==> config.mk <==
export PLATFORM = sky130hd
export DESIGN_NAME = setc_ctrl
export DESIGN_NICKNAME = d
export VERILOG_FILES = /design/src/sv/setc_pkg.sv /design/src/sv/setc_ctrl.sv
export SDC_FILE = /design/constraint.sdc
export NUM_CORES = 1
export LEC_CHECK = 0
export ABC_CLOCK_PERIOD_IN_PS = 4140
export BUFFER_PORTS_ARGS = -buffer_cell sky130_fd_sc_hd__buf_2
export CORE_AREA = 5 5 42 44
export DETAILED_ROUTE_END_ITERATION = 6
export DIE_AREA = 0 0 47 49
export GPL_ROUTABILITY_DRIVEN = 0
export PLACE_DENSITY = 0.7
export RECOVER_POWER = 100
export SYNTH_ARGS = -nofsm -noshare
export SYNTH_HDL_FRONTEND = slang
export SYNTH_SLANG_ARGS = --single-unit
==> constraint.sdc <==
create_clock -name clk -period 4.14 [get_ports clk]
set_input_delay 0.828 -clock clk [delete_from_list [all_inputs] [get_ports clk]]
set_output_delay 0.828 -clock clk [all_outputs]
set_load 0.01 [all_outputs]
==> src/sv/setc_pkg.sv <==
// shared types and constants for the scope edge trigger capture block
`default_nettype none

package setc_pkg;

  // fixed field widths
  localparam int OP_W       = 2;
  localparam int SAMPLE_W   = 12;
  localparam int POS_W      = 7;
  localparam int TIDX_W     = 11;
  localparam int ROW_W      = 7;
  localparam int LEVEL_W    = 12;
  localparam int SCALE_W    = 16;
  localparam int CFG_DATA_W = 16;
  localparam int CFG_IDX_W  = 1;

  // q16 scaling and screen geometry
  localparam int Q_FRAC     = 16;
  localparam int ROUND_HALF = 32768;
  localparam int ROW_CENTER = 64;
  localparam int ROW_MAX    = 127;

  // register reset values
  localparam logic [LEVEL_W-1:0] LEVEL_RESET = 12'd2048;
  localparam logic [SCALE_W-1:0] SCALE_RESET = 16'd528;

  // configuration register indexes
  localparam logic [CFG_IDX_W-1:0] REG_LEVEL = 1'b0;
  localparam logic [CFG_IDX_W-1:0] REG_SCALE = 1'b1;

  // operation codes
  typedef enum logic [OP_W-1:0] {
    OP_WRITE = 2'd0,
    OP_FIND  = 2'd1,
    OP_READ  = 2'd2,
    OP_NOP   = 2'd3
  } op_t;

  // controller to datapath commands
  typedef struct packed {
    logic accept;
    op_t  op;
    logic scan_en;
    logic rd_latch;
    logic rd_mul;
    logic rd_row;
    logic load_out;
    logic zero_win;
  } setc_cmd_t;

  // datapath to controller status
  typedef struct packed {
    logic scan_done;
    logic out_free;
  } setc_status_t;

endpackage

`default_nettype wire

==> src/sv/setc_ctrl.sv <==
// control state machine for the trigger capture block
`default_nettype none

module setc_ctrl
  import setc_pkg::*;
(
  input  wire logic            clk,
  input  wire logic            rst,
  input  wire logic            in_valid,
  output logic                 in_ready,
  input  wire logic [OP_W-1:0] operation,
  input  wire setc_status_t    status,
  output setc_cmd_t            cmd
);

  typedef enum logic [5:0] {
    S_IDLE    = 6'b000001,
    S_SCAN    = 6'b000010,
    S_RD_DATA = 6'b000100,
    S_RD_MUL  = 6'b001000,
    S_RD_ROW  = 6'b010000,
    S_DONE    = 6'b100000
  } state_t;

  state_t state, state_next;

  // state register
  always_ff @(posedge clk) begin
    if (rst) begin
      state <= S_IDLE;
    end else begin
      state <= state_next;
    end
  end

  // next state and commands
  always_comb begin
    state_next = state;
    in_ready   = (state == S_IDLE);
    cmd        = '0;
    cmd.op     = op_t'(operation);
    cmd.accept = in_valid && in_ready;
    case (state)
      S_IDLE: begin
        if (cmd.accept) begin
          case (cmd.op)
            OP_FIND: state_next = S_SCAN;
            OP_READ: state_next = S_RD_DATA;
            default: begin
              // write or unused op: result is ready right away
              if (status.out_free) begin
                cmd.load_out = 1'b1;
                cmd.zero_win = 1'b1;
              end else begin
                state_next = S_DONE;
              end
            end
          endcase
        end
      end
      S_SCAN: begin
        cmd.scan_en = 1'b1;
        if (status.scan_done) begin
          state_next = S_DONE;
        end
      end
      S_RD_DATA: begin
        cmd.rd_latch = 1'b1;
        state_next   = S_RD_MUL;
      end
      S_RD_MUL: begin
        cmd.rd_mul = 1'b1;
        state_next = S_RD_ROW;
      end
      S_RD_ROW: begin
        cmd.rd_row = 1'b1;
        state_next = S_DONE;
      end
      S_DONE: begin
        if (status.out_free) begin
          cmd.load_out = 1'b1;
          state_next   = S_IDLE;
        end
      end
      default: state_next = S_IDLE;
    endcase
  end

endmodule

`default_nettype wire

==> results of run 1 <==
metrics by stage:
stage	instances	hold slack (ns)	instance area (µm²)
after CTS	90	0.655	613
after floorplan	61	0.611	532
final	90	0.657	577
after global routing	90	0.675	577
after detailed placement	87	0.649	591
after global placement	87	0.643	591
final cells by class:
| type | instances | share of cell area, % |
|---|---|---|
| clock buffer | 3 | 3.90 |
| sequential | 6 | 20.8 |
| tap | 16 | 3.47 |
| multi-input combinational | 47 | 58.4 |
| timing repair buffer | 16 | 12.1 |
| inverter | 2 | 1.30 |
cell usage after synthesis:
library cell	number
a211oi_1	1
a211oi_2	1
a21o_1	1
a21oi_1	1
a21oi_2	1
a31o_2	2
a31oi_1	1
and2_4	1
and3_1	1
and4b_1	1
buf_2	3
buf_4	2
buf_6	1
dfxtp_1	6
ha_1	2
inv_1	2
nand2_1	5
nand2b_1	1
nand3_1	1
nand3b_1	2
nor2_1	3
nor2b_1	2
nor3_1	3
nor3b_1	2
nor3b_2	4
nor3b_4	1
nor4_1	1
nor4b_1	1
o211ai_1	1
o21ai_0	1
o21bai_1	1
o41ai_1	1
or3_1	1
or4_4	1
or4b_1	1
xor2_1	1
tightest hold or removal path: cells and delay by family, from the launching register on:
kind	cells	cell delay, ns
flip-flops	1	0.37
AND/OR/NAND/NOR	2	0.23
cells by family (layout without fill, tap and decap cells):
family                   count (synthesis)  count (layout)
XOR/XNOR                                 1               1
AO/OA/AOI/OAI                           12              12
AND/OR/NAND/NOR                         32              32
flip-flops                               6               6
adder cells (fa/ha/maj)                  2               2
buffers and inverters                    8              21
power groups by stage:
stage / logic (mW) / registers, mW / clock network (mW)
after floorplan: 0.104 / 0.0683 / 0
after global placement: 0.112 / 0.0826 / 0
after detailed placement: 0.112 / 0.0827 / 0
after CTS: 0.113 / 0.0817 / 0.0547
after global routing: 0.114 / 0.0838 / 0.0610
final: 0.0994 / 0.0815 / 0.0527
layout by cell type, fill, tap and decap left out, types with 2 or more instances in the layout:
master	synthesis	final
a21oi_1	1	2
nor3b_1	2	5
ha_1	2	2
nor2b_1	2	2
clkbuf_4	0	3
clkbuf_1	0	8
a31o_2	2	2
nor3_1	3	3
buf_2	3	8
nand2_1	5	5
inv_1	2	2
nor2_1	3	3
dfxtp_1	6	6
nand3b_1	2	2
nor3b_2	4	2
worst max path at each step:
stage / startpoint / to / slack (ns)
4_1_cts: state[2]$_SDFFE_PP0P_ / cmd[0] / 1.41
3_5_place_dp: operation[0] / cmd[1] / 1.45
6_report: state[2]$_SDFFE_PP0P_ / cmd[0] / 1.21
3_3_place_gp: operation[0] / cmd[1] / 1.50
5_1_grt: state[2]$_SDFFE_PP0P_ / cmd[0] / 1.0
2_1_floorplan: operation[0] / cmd[1] / 1.58
per-layer routing:
| metal | wire (µm) | track usage [%] | up-vias |
|---|---|---|---|
| met3 | 103 | 6.27 | 0 |
| met5 | 0 | 0 | - |
| li1 | - | - | 250 |
| met2 | 523 | 16.5 | 21 |
| met4 | 0 | 2.76 | 0 |
| met1 | 509 | 14.9 | 227 |
==> impl_metrics.yaml, run 1 <==
die:
  die_w_um: 47
  fp.dieH_um: 49
  rows: 14
  initial_core_util_pct: 37.9
  num_io_pins: 17
  die_area_mm2: 0.00230
  design.core.area_mm2: 0.00140
sta:
  period_minus_slack_ns: 2.93
  slew_headroom_pct: 65.8
  fin_ws_ns: 1.21
  finalClockSkew_ns: 0.00246
  finalSetupTns_ns: 0
  hold_viol: 0
  period_share_pct: 70.8
  rsz0062_at_grt: "false"
  maxSlewViolCount: 0
  setup_viol: 0
  fmax_ghz: 0.341
  worstMarginPinSlew_ns: 0.512
global_routing:
  antenna_found_initial: 0
  grt_pass1_wl_mm: 1.95
  gr-usage-all-layers_pct: 11.5
  grt_max_degree: 14
  gr-total-overflow: 0
  grt_pass1_vias: 458
clocking:
  clockBufferDepth: 2
  clock-sinks: 6
  clock_latency_ns: 0.24
  cts_tree: "done"
  cts_setup_buffers: 0
  ctsHoldBuffers: 0
  htree_levels: 1
  clk_pin_slew_worst_paths_ns: 0.04
  numCtsBuffers: 3
  cts_resized: 0
  cts_root_buffer: "clkbuf_4"
setup_path:
  r2r-start: "state[2]$_SDFFE_PP0P_"
  path_class: "reg -> out"
  cp.arrival_ns: 2.10
  cpLargestDelayFamily: "simple AND/OR/NAND/NOR gates"
  worst_r2r_endpoint: "state[2]$_SDFFE_PP0P_"
  start_kind: "flop"
  crit_required_ns: 3.31
  rrSetupSlack_ns: 2.31
  crit_cells: 5
  slowest_stage: "or3_1"
  end_kind: "output pin"
  path_buf_inv: 1
  crit_fanout: 7
  rr_worst_depth: 4
  path_cells: "or3_1 -> nor3b_1 -> and2_2 -> and3_1 -> clkbuf_1"
  slowest_delay_ns: 0.50
logic_synthesis:
  synth-compound-area-share_pct: 17.6
  synth_nets: 70
  syn_inst: 61
  synth_warnings: 0
  synth.area.top_cells: "dfxtp_1 23%, nor3b_2 9.4%, ha_1 4.7%, nand2_1 3.5%, nor3b_4 3.5%"
  synth_simple_gate_area_share_pct: 44.2
  ys_ff_latch: 6
  synth_top_area_share_pct: 22.6
  synth_area_um2: 532
  synth_cell_type_count: 36
  seq_area_frac_synth_pct: 22.6
  yosysTopAreaCell: "dfxtp_1"
  synthXorXnorAreaFrac_pct: 1.65
  muxShareOfSynthArea_pct: 0
  avgSynthCellArea_um2: 8.72
  synth_top_family_by_area: "simple AND/OR/NAND/NOR gates"
  synth_fa_ha_area_share_pct: 4.71
routing:
  drt-initial-drc-count: 8
  wl_mm: 1.14
  vias: 498
  vias_per_cell: 5.53
  dr.pass1.iters: 4
  avgRoutedWirePerCell_um: 12.6
  ant_nets: 0
  drc: 0
finish:
  regMostFlops: "state"
  syn_to_final_growth_pct: 8.47
  largest_register_ffs: 6
  final_core_util_pct: 41.2
  top_regs: "state: 6 flops"
  drive_gt1_share_pct: 24.3
  diodes: 0
  fin_nets: 85
  regArea_um2: 120
  fillerInstances: 160
  multi_input_area_um2: 337
pwr:
  ir_drop_v: 0.000280
  power_frac_clock_pct: 22.6
  power_density_mw_per_mm2: 405
  p_switching_uw: 87.7
  switching_share_pct: 37.5
  share_comb_of_total_power_pct: 42.6
  seqPwrFrac_pct: 34.9
  p_int_uw: 146
  p_leak_nw: 0.230
  p_total_uw: 234
job:
  cap_violations: 0
place:
  pre_cts_slack_ns: 1.45
  io_buffers: 16
  hpwlAfterDp_um: 906
worst_hold_path:
  hold_end: "state[3]$_SDFFE_PP0P_"
  hold-path-cell-count: 2
  hp-class: "reg -> reg"
  worstHoldStart: "state[3]$_SDFFE_PP0P_"
outcome:
  status: "completed"
No activity file was read; power rests on OpenSTA's default activity.
==> run 2: changes to the inputs <==
Settings changed: ABC_CLOCK_PERIOD_IN_PS 4140 to 2850.
Clock period 4.14 ns to 2.85 ns, I/O delays scaled along.
==> impl_metrics.yaml, run 2 (synthesis results as in run 1) <==
outcome:
  status: "completed"
routing:
  drc: 0
  drt-initial-drc-count: 4
  vias_per_cell: 5.43
  wl_mm: 1.13
  avgRoutedWirePerCell_um: 12.5
  vias: 489
  ant_nets: 0
  dr.pass1.iters: 4
place:
  place_area_um2: 591
  dpl.cell_count: 87
  pre_cts_slack_ns: 0.657
  io_buffers: 16
  hpwlAfterDp_um: 892
sta:
  period_share_pct: 85.3
  slew_headroom_pct: 70.0
  hold_viol: 0
  setup_viol: 0
  fin_ws_ns: 0.420
  finalSetupTns_ns: 0
  period_minus_slack_ns: 2.43
  finalClockSkew_ns: 0.00110
  fmax_ghz: 0.412
  maxSlewViolCount: 0
  worstMarginPinSlew_ns: 0.449
  rsz0062_at_grt: "false"
die:
  design.core.area_mm2: 0.00140
  die_w_um: 47
  die_area_mm2: 0.00230
  rows: 14
  fp.dieH_um: 49
  num_io_pins: 17
  initial_core_util_pct: 37.9
worst_hold_path:
  hold-path-cell-count: 2
  hp-class: "in -> reg"
global_routing:
  gr-total-overflow: 0
  grt_pass1_vias: 456
  grt_max_degree: 14
  met1_usage_pct: 16.3
  gr-usage-all-layers_pct: 11.1
  grt_pass1_wl_mm: 1.99
  top_usage_layer: "met1"
  grt_use_met2_pct: 16.1
  antenna_found_initial: 0
  grt_use_met3_pct: 1.48
setup_path:
  rr_worst_depth: 4
  slowest_stage: "or3_1"
  path_cells: "or3_1 -> nor3b_4 -> and2_0 -> and3_1 -> clkbuf_1"
  path_class: "reg -> out"
  slowest_delay_ns: 0.51
  cp.arrival_ns: 1.86
  crit_fanout: 7
  path_buf_inv: 1
  end_kind: "output pin"
  crit_required_ns: 2.28
  crit_cells: 5
  cpLargestDelayFamily: "simple AND/OR/NAND/NOR gates"
  start_kind: "flop"
finish:
  top_regs: "state: 6 flops"
  syn_to_final_growth_pct: 9.41
  design_area_um2: 582
  fin_cells: 90
  fin_nets: 85
  largest_register_ffs: 6
  regMostFlops: "state"
  layout.cells.most_common_list: "8 x buf_2, 8 x clkbuf_1, 6 x dfxtp_1"
  diodes: 0
  drive_gt1_share_pct: 21.6
clocking:
  clock-sinks: 6
  numCtsBuffers: 3
  ctsHoldBuffers: 0
  cts_root_buffer: "clkbuf_4"
  clockBufferDepth: 2
  clock_latency_ns: 0.24
  cts_tree: "done"
  cts_setup_buffers: 0
  htree_levels: 1
  cts_resized: 0
  clk_pin_slew_worst_paths_ns: 0.04
pwr:
  switching_share_pct: 37.5
  share_comb_of_total_power_pct: 42.9
  seqPwrFrac_pct: 34.7
  p_total_uw: 344
  p_leak_nw: 0.232
  ir_drop_v: 0.000256
  power_density_mw_per_mm2: 592
  p_switching_uw: 129
  p_int_uw: 215
  power_frac_clock_pct: 22.3
job:
  cap_violations: 0
-- run 2: changes by cell type in the layout (fill, tap and decap cells not counted) --
cell | previous run | this run
a211oi_1 | 1 | 2
a211oi_2 | 1 | 0
a31o_1 | 0 | 1
a31o_2 | 2 | 1
and2_0 | 0 | 1
and2_2 | 1 | 0
nor3b_1 | 5 | 4
nor3b_4 | 0 | 1
-- run 2: power by group through the flow --
stage / logic, mW / clock network [mW] / registers [mW]
after floorplan: 0.151 / 0 / 0.0991
after global placement: 0.163 / 0 / 0.120
after detailed placement: 0.163 / 0 / 0.121
after CTS: 0.165 / 0.0771 / 0.120
after global routing: 0.167 / 0.0851 / 0.123
final: 0.148 / 0.0768 / 0.120
-- run 2: layer usage --
metal | routed length, µm | up-vias | part of all wire, %
met4 | 8 | 0 | 0.71
met1 | 527 | 217 | 47
li1 | - | 251 | -
met5 | 0 | - | 0
met3 | 75 | 2 | 6.6
met2 | 518 | 19 | 46
-- run 2: worst paths after layout --
kind / endpoint / from / slack (ns)
worst max register to register: state[0]$_SDFFE_PP1P_ / state[1]$_SDFFE_PP0P_ / 1.18
worst min-delay path: state[1]$_SDFFE_PP0P_ / rst / 0.53
worst min register to register: state[4]$_SDFFE_PP0P_ / state[2]$_SDFFE_PP0P_ / 0.67
worst max-delay path: cmd[0] / state[2]$_SDFFE_PP0P_ / 0.42
-- run 2: layout make-up --
class                   count  area [µm²]
flip-flops and latches      6         120
well taps                  16        20.0
fillers                   153         820
clock buffers               3        22.5
inverters                   2        7.51
repair buffers             16        70.1
multi-input cells          47         342
-- run 2: per-stage QoR --
step           util (%)  hold slack [ns]
2_1_floorplan         -            0.611
4_1_cts            43.8            0.527
3_5_place_dp       42.1            0.646
6_report           41.5            0.528
3_3_place_gp       42.1            0.633
5_1_grt            41.5            0.543
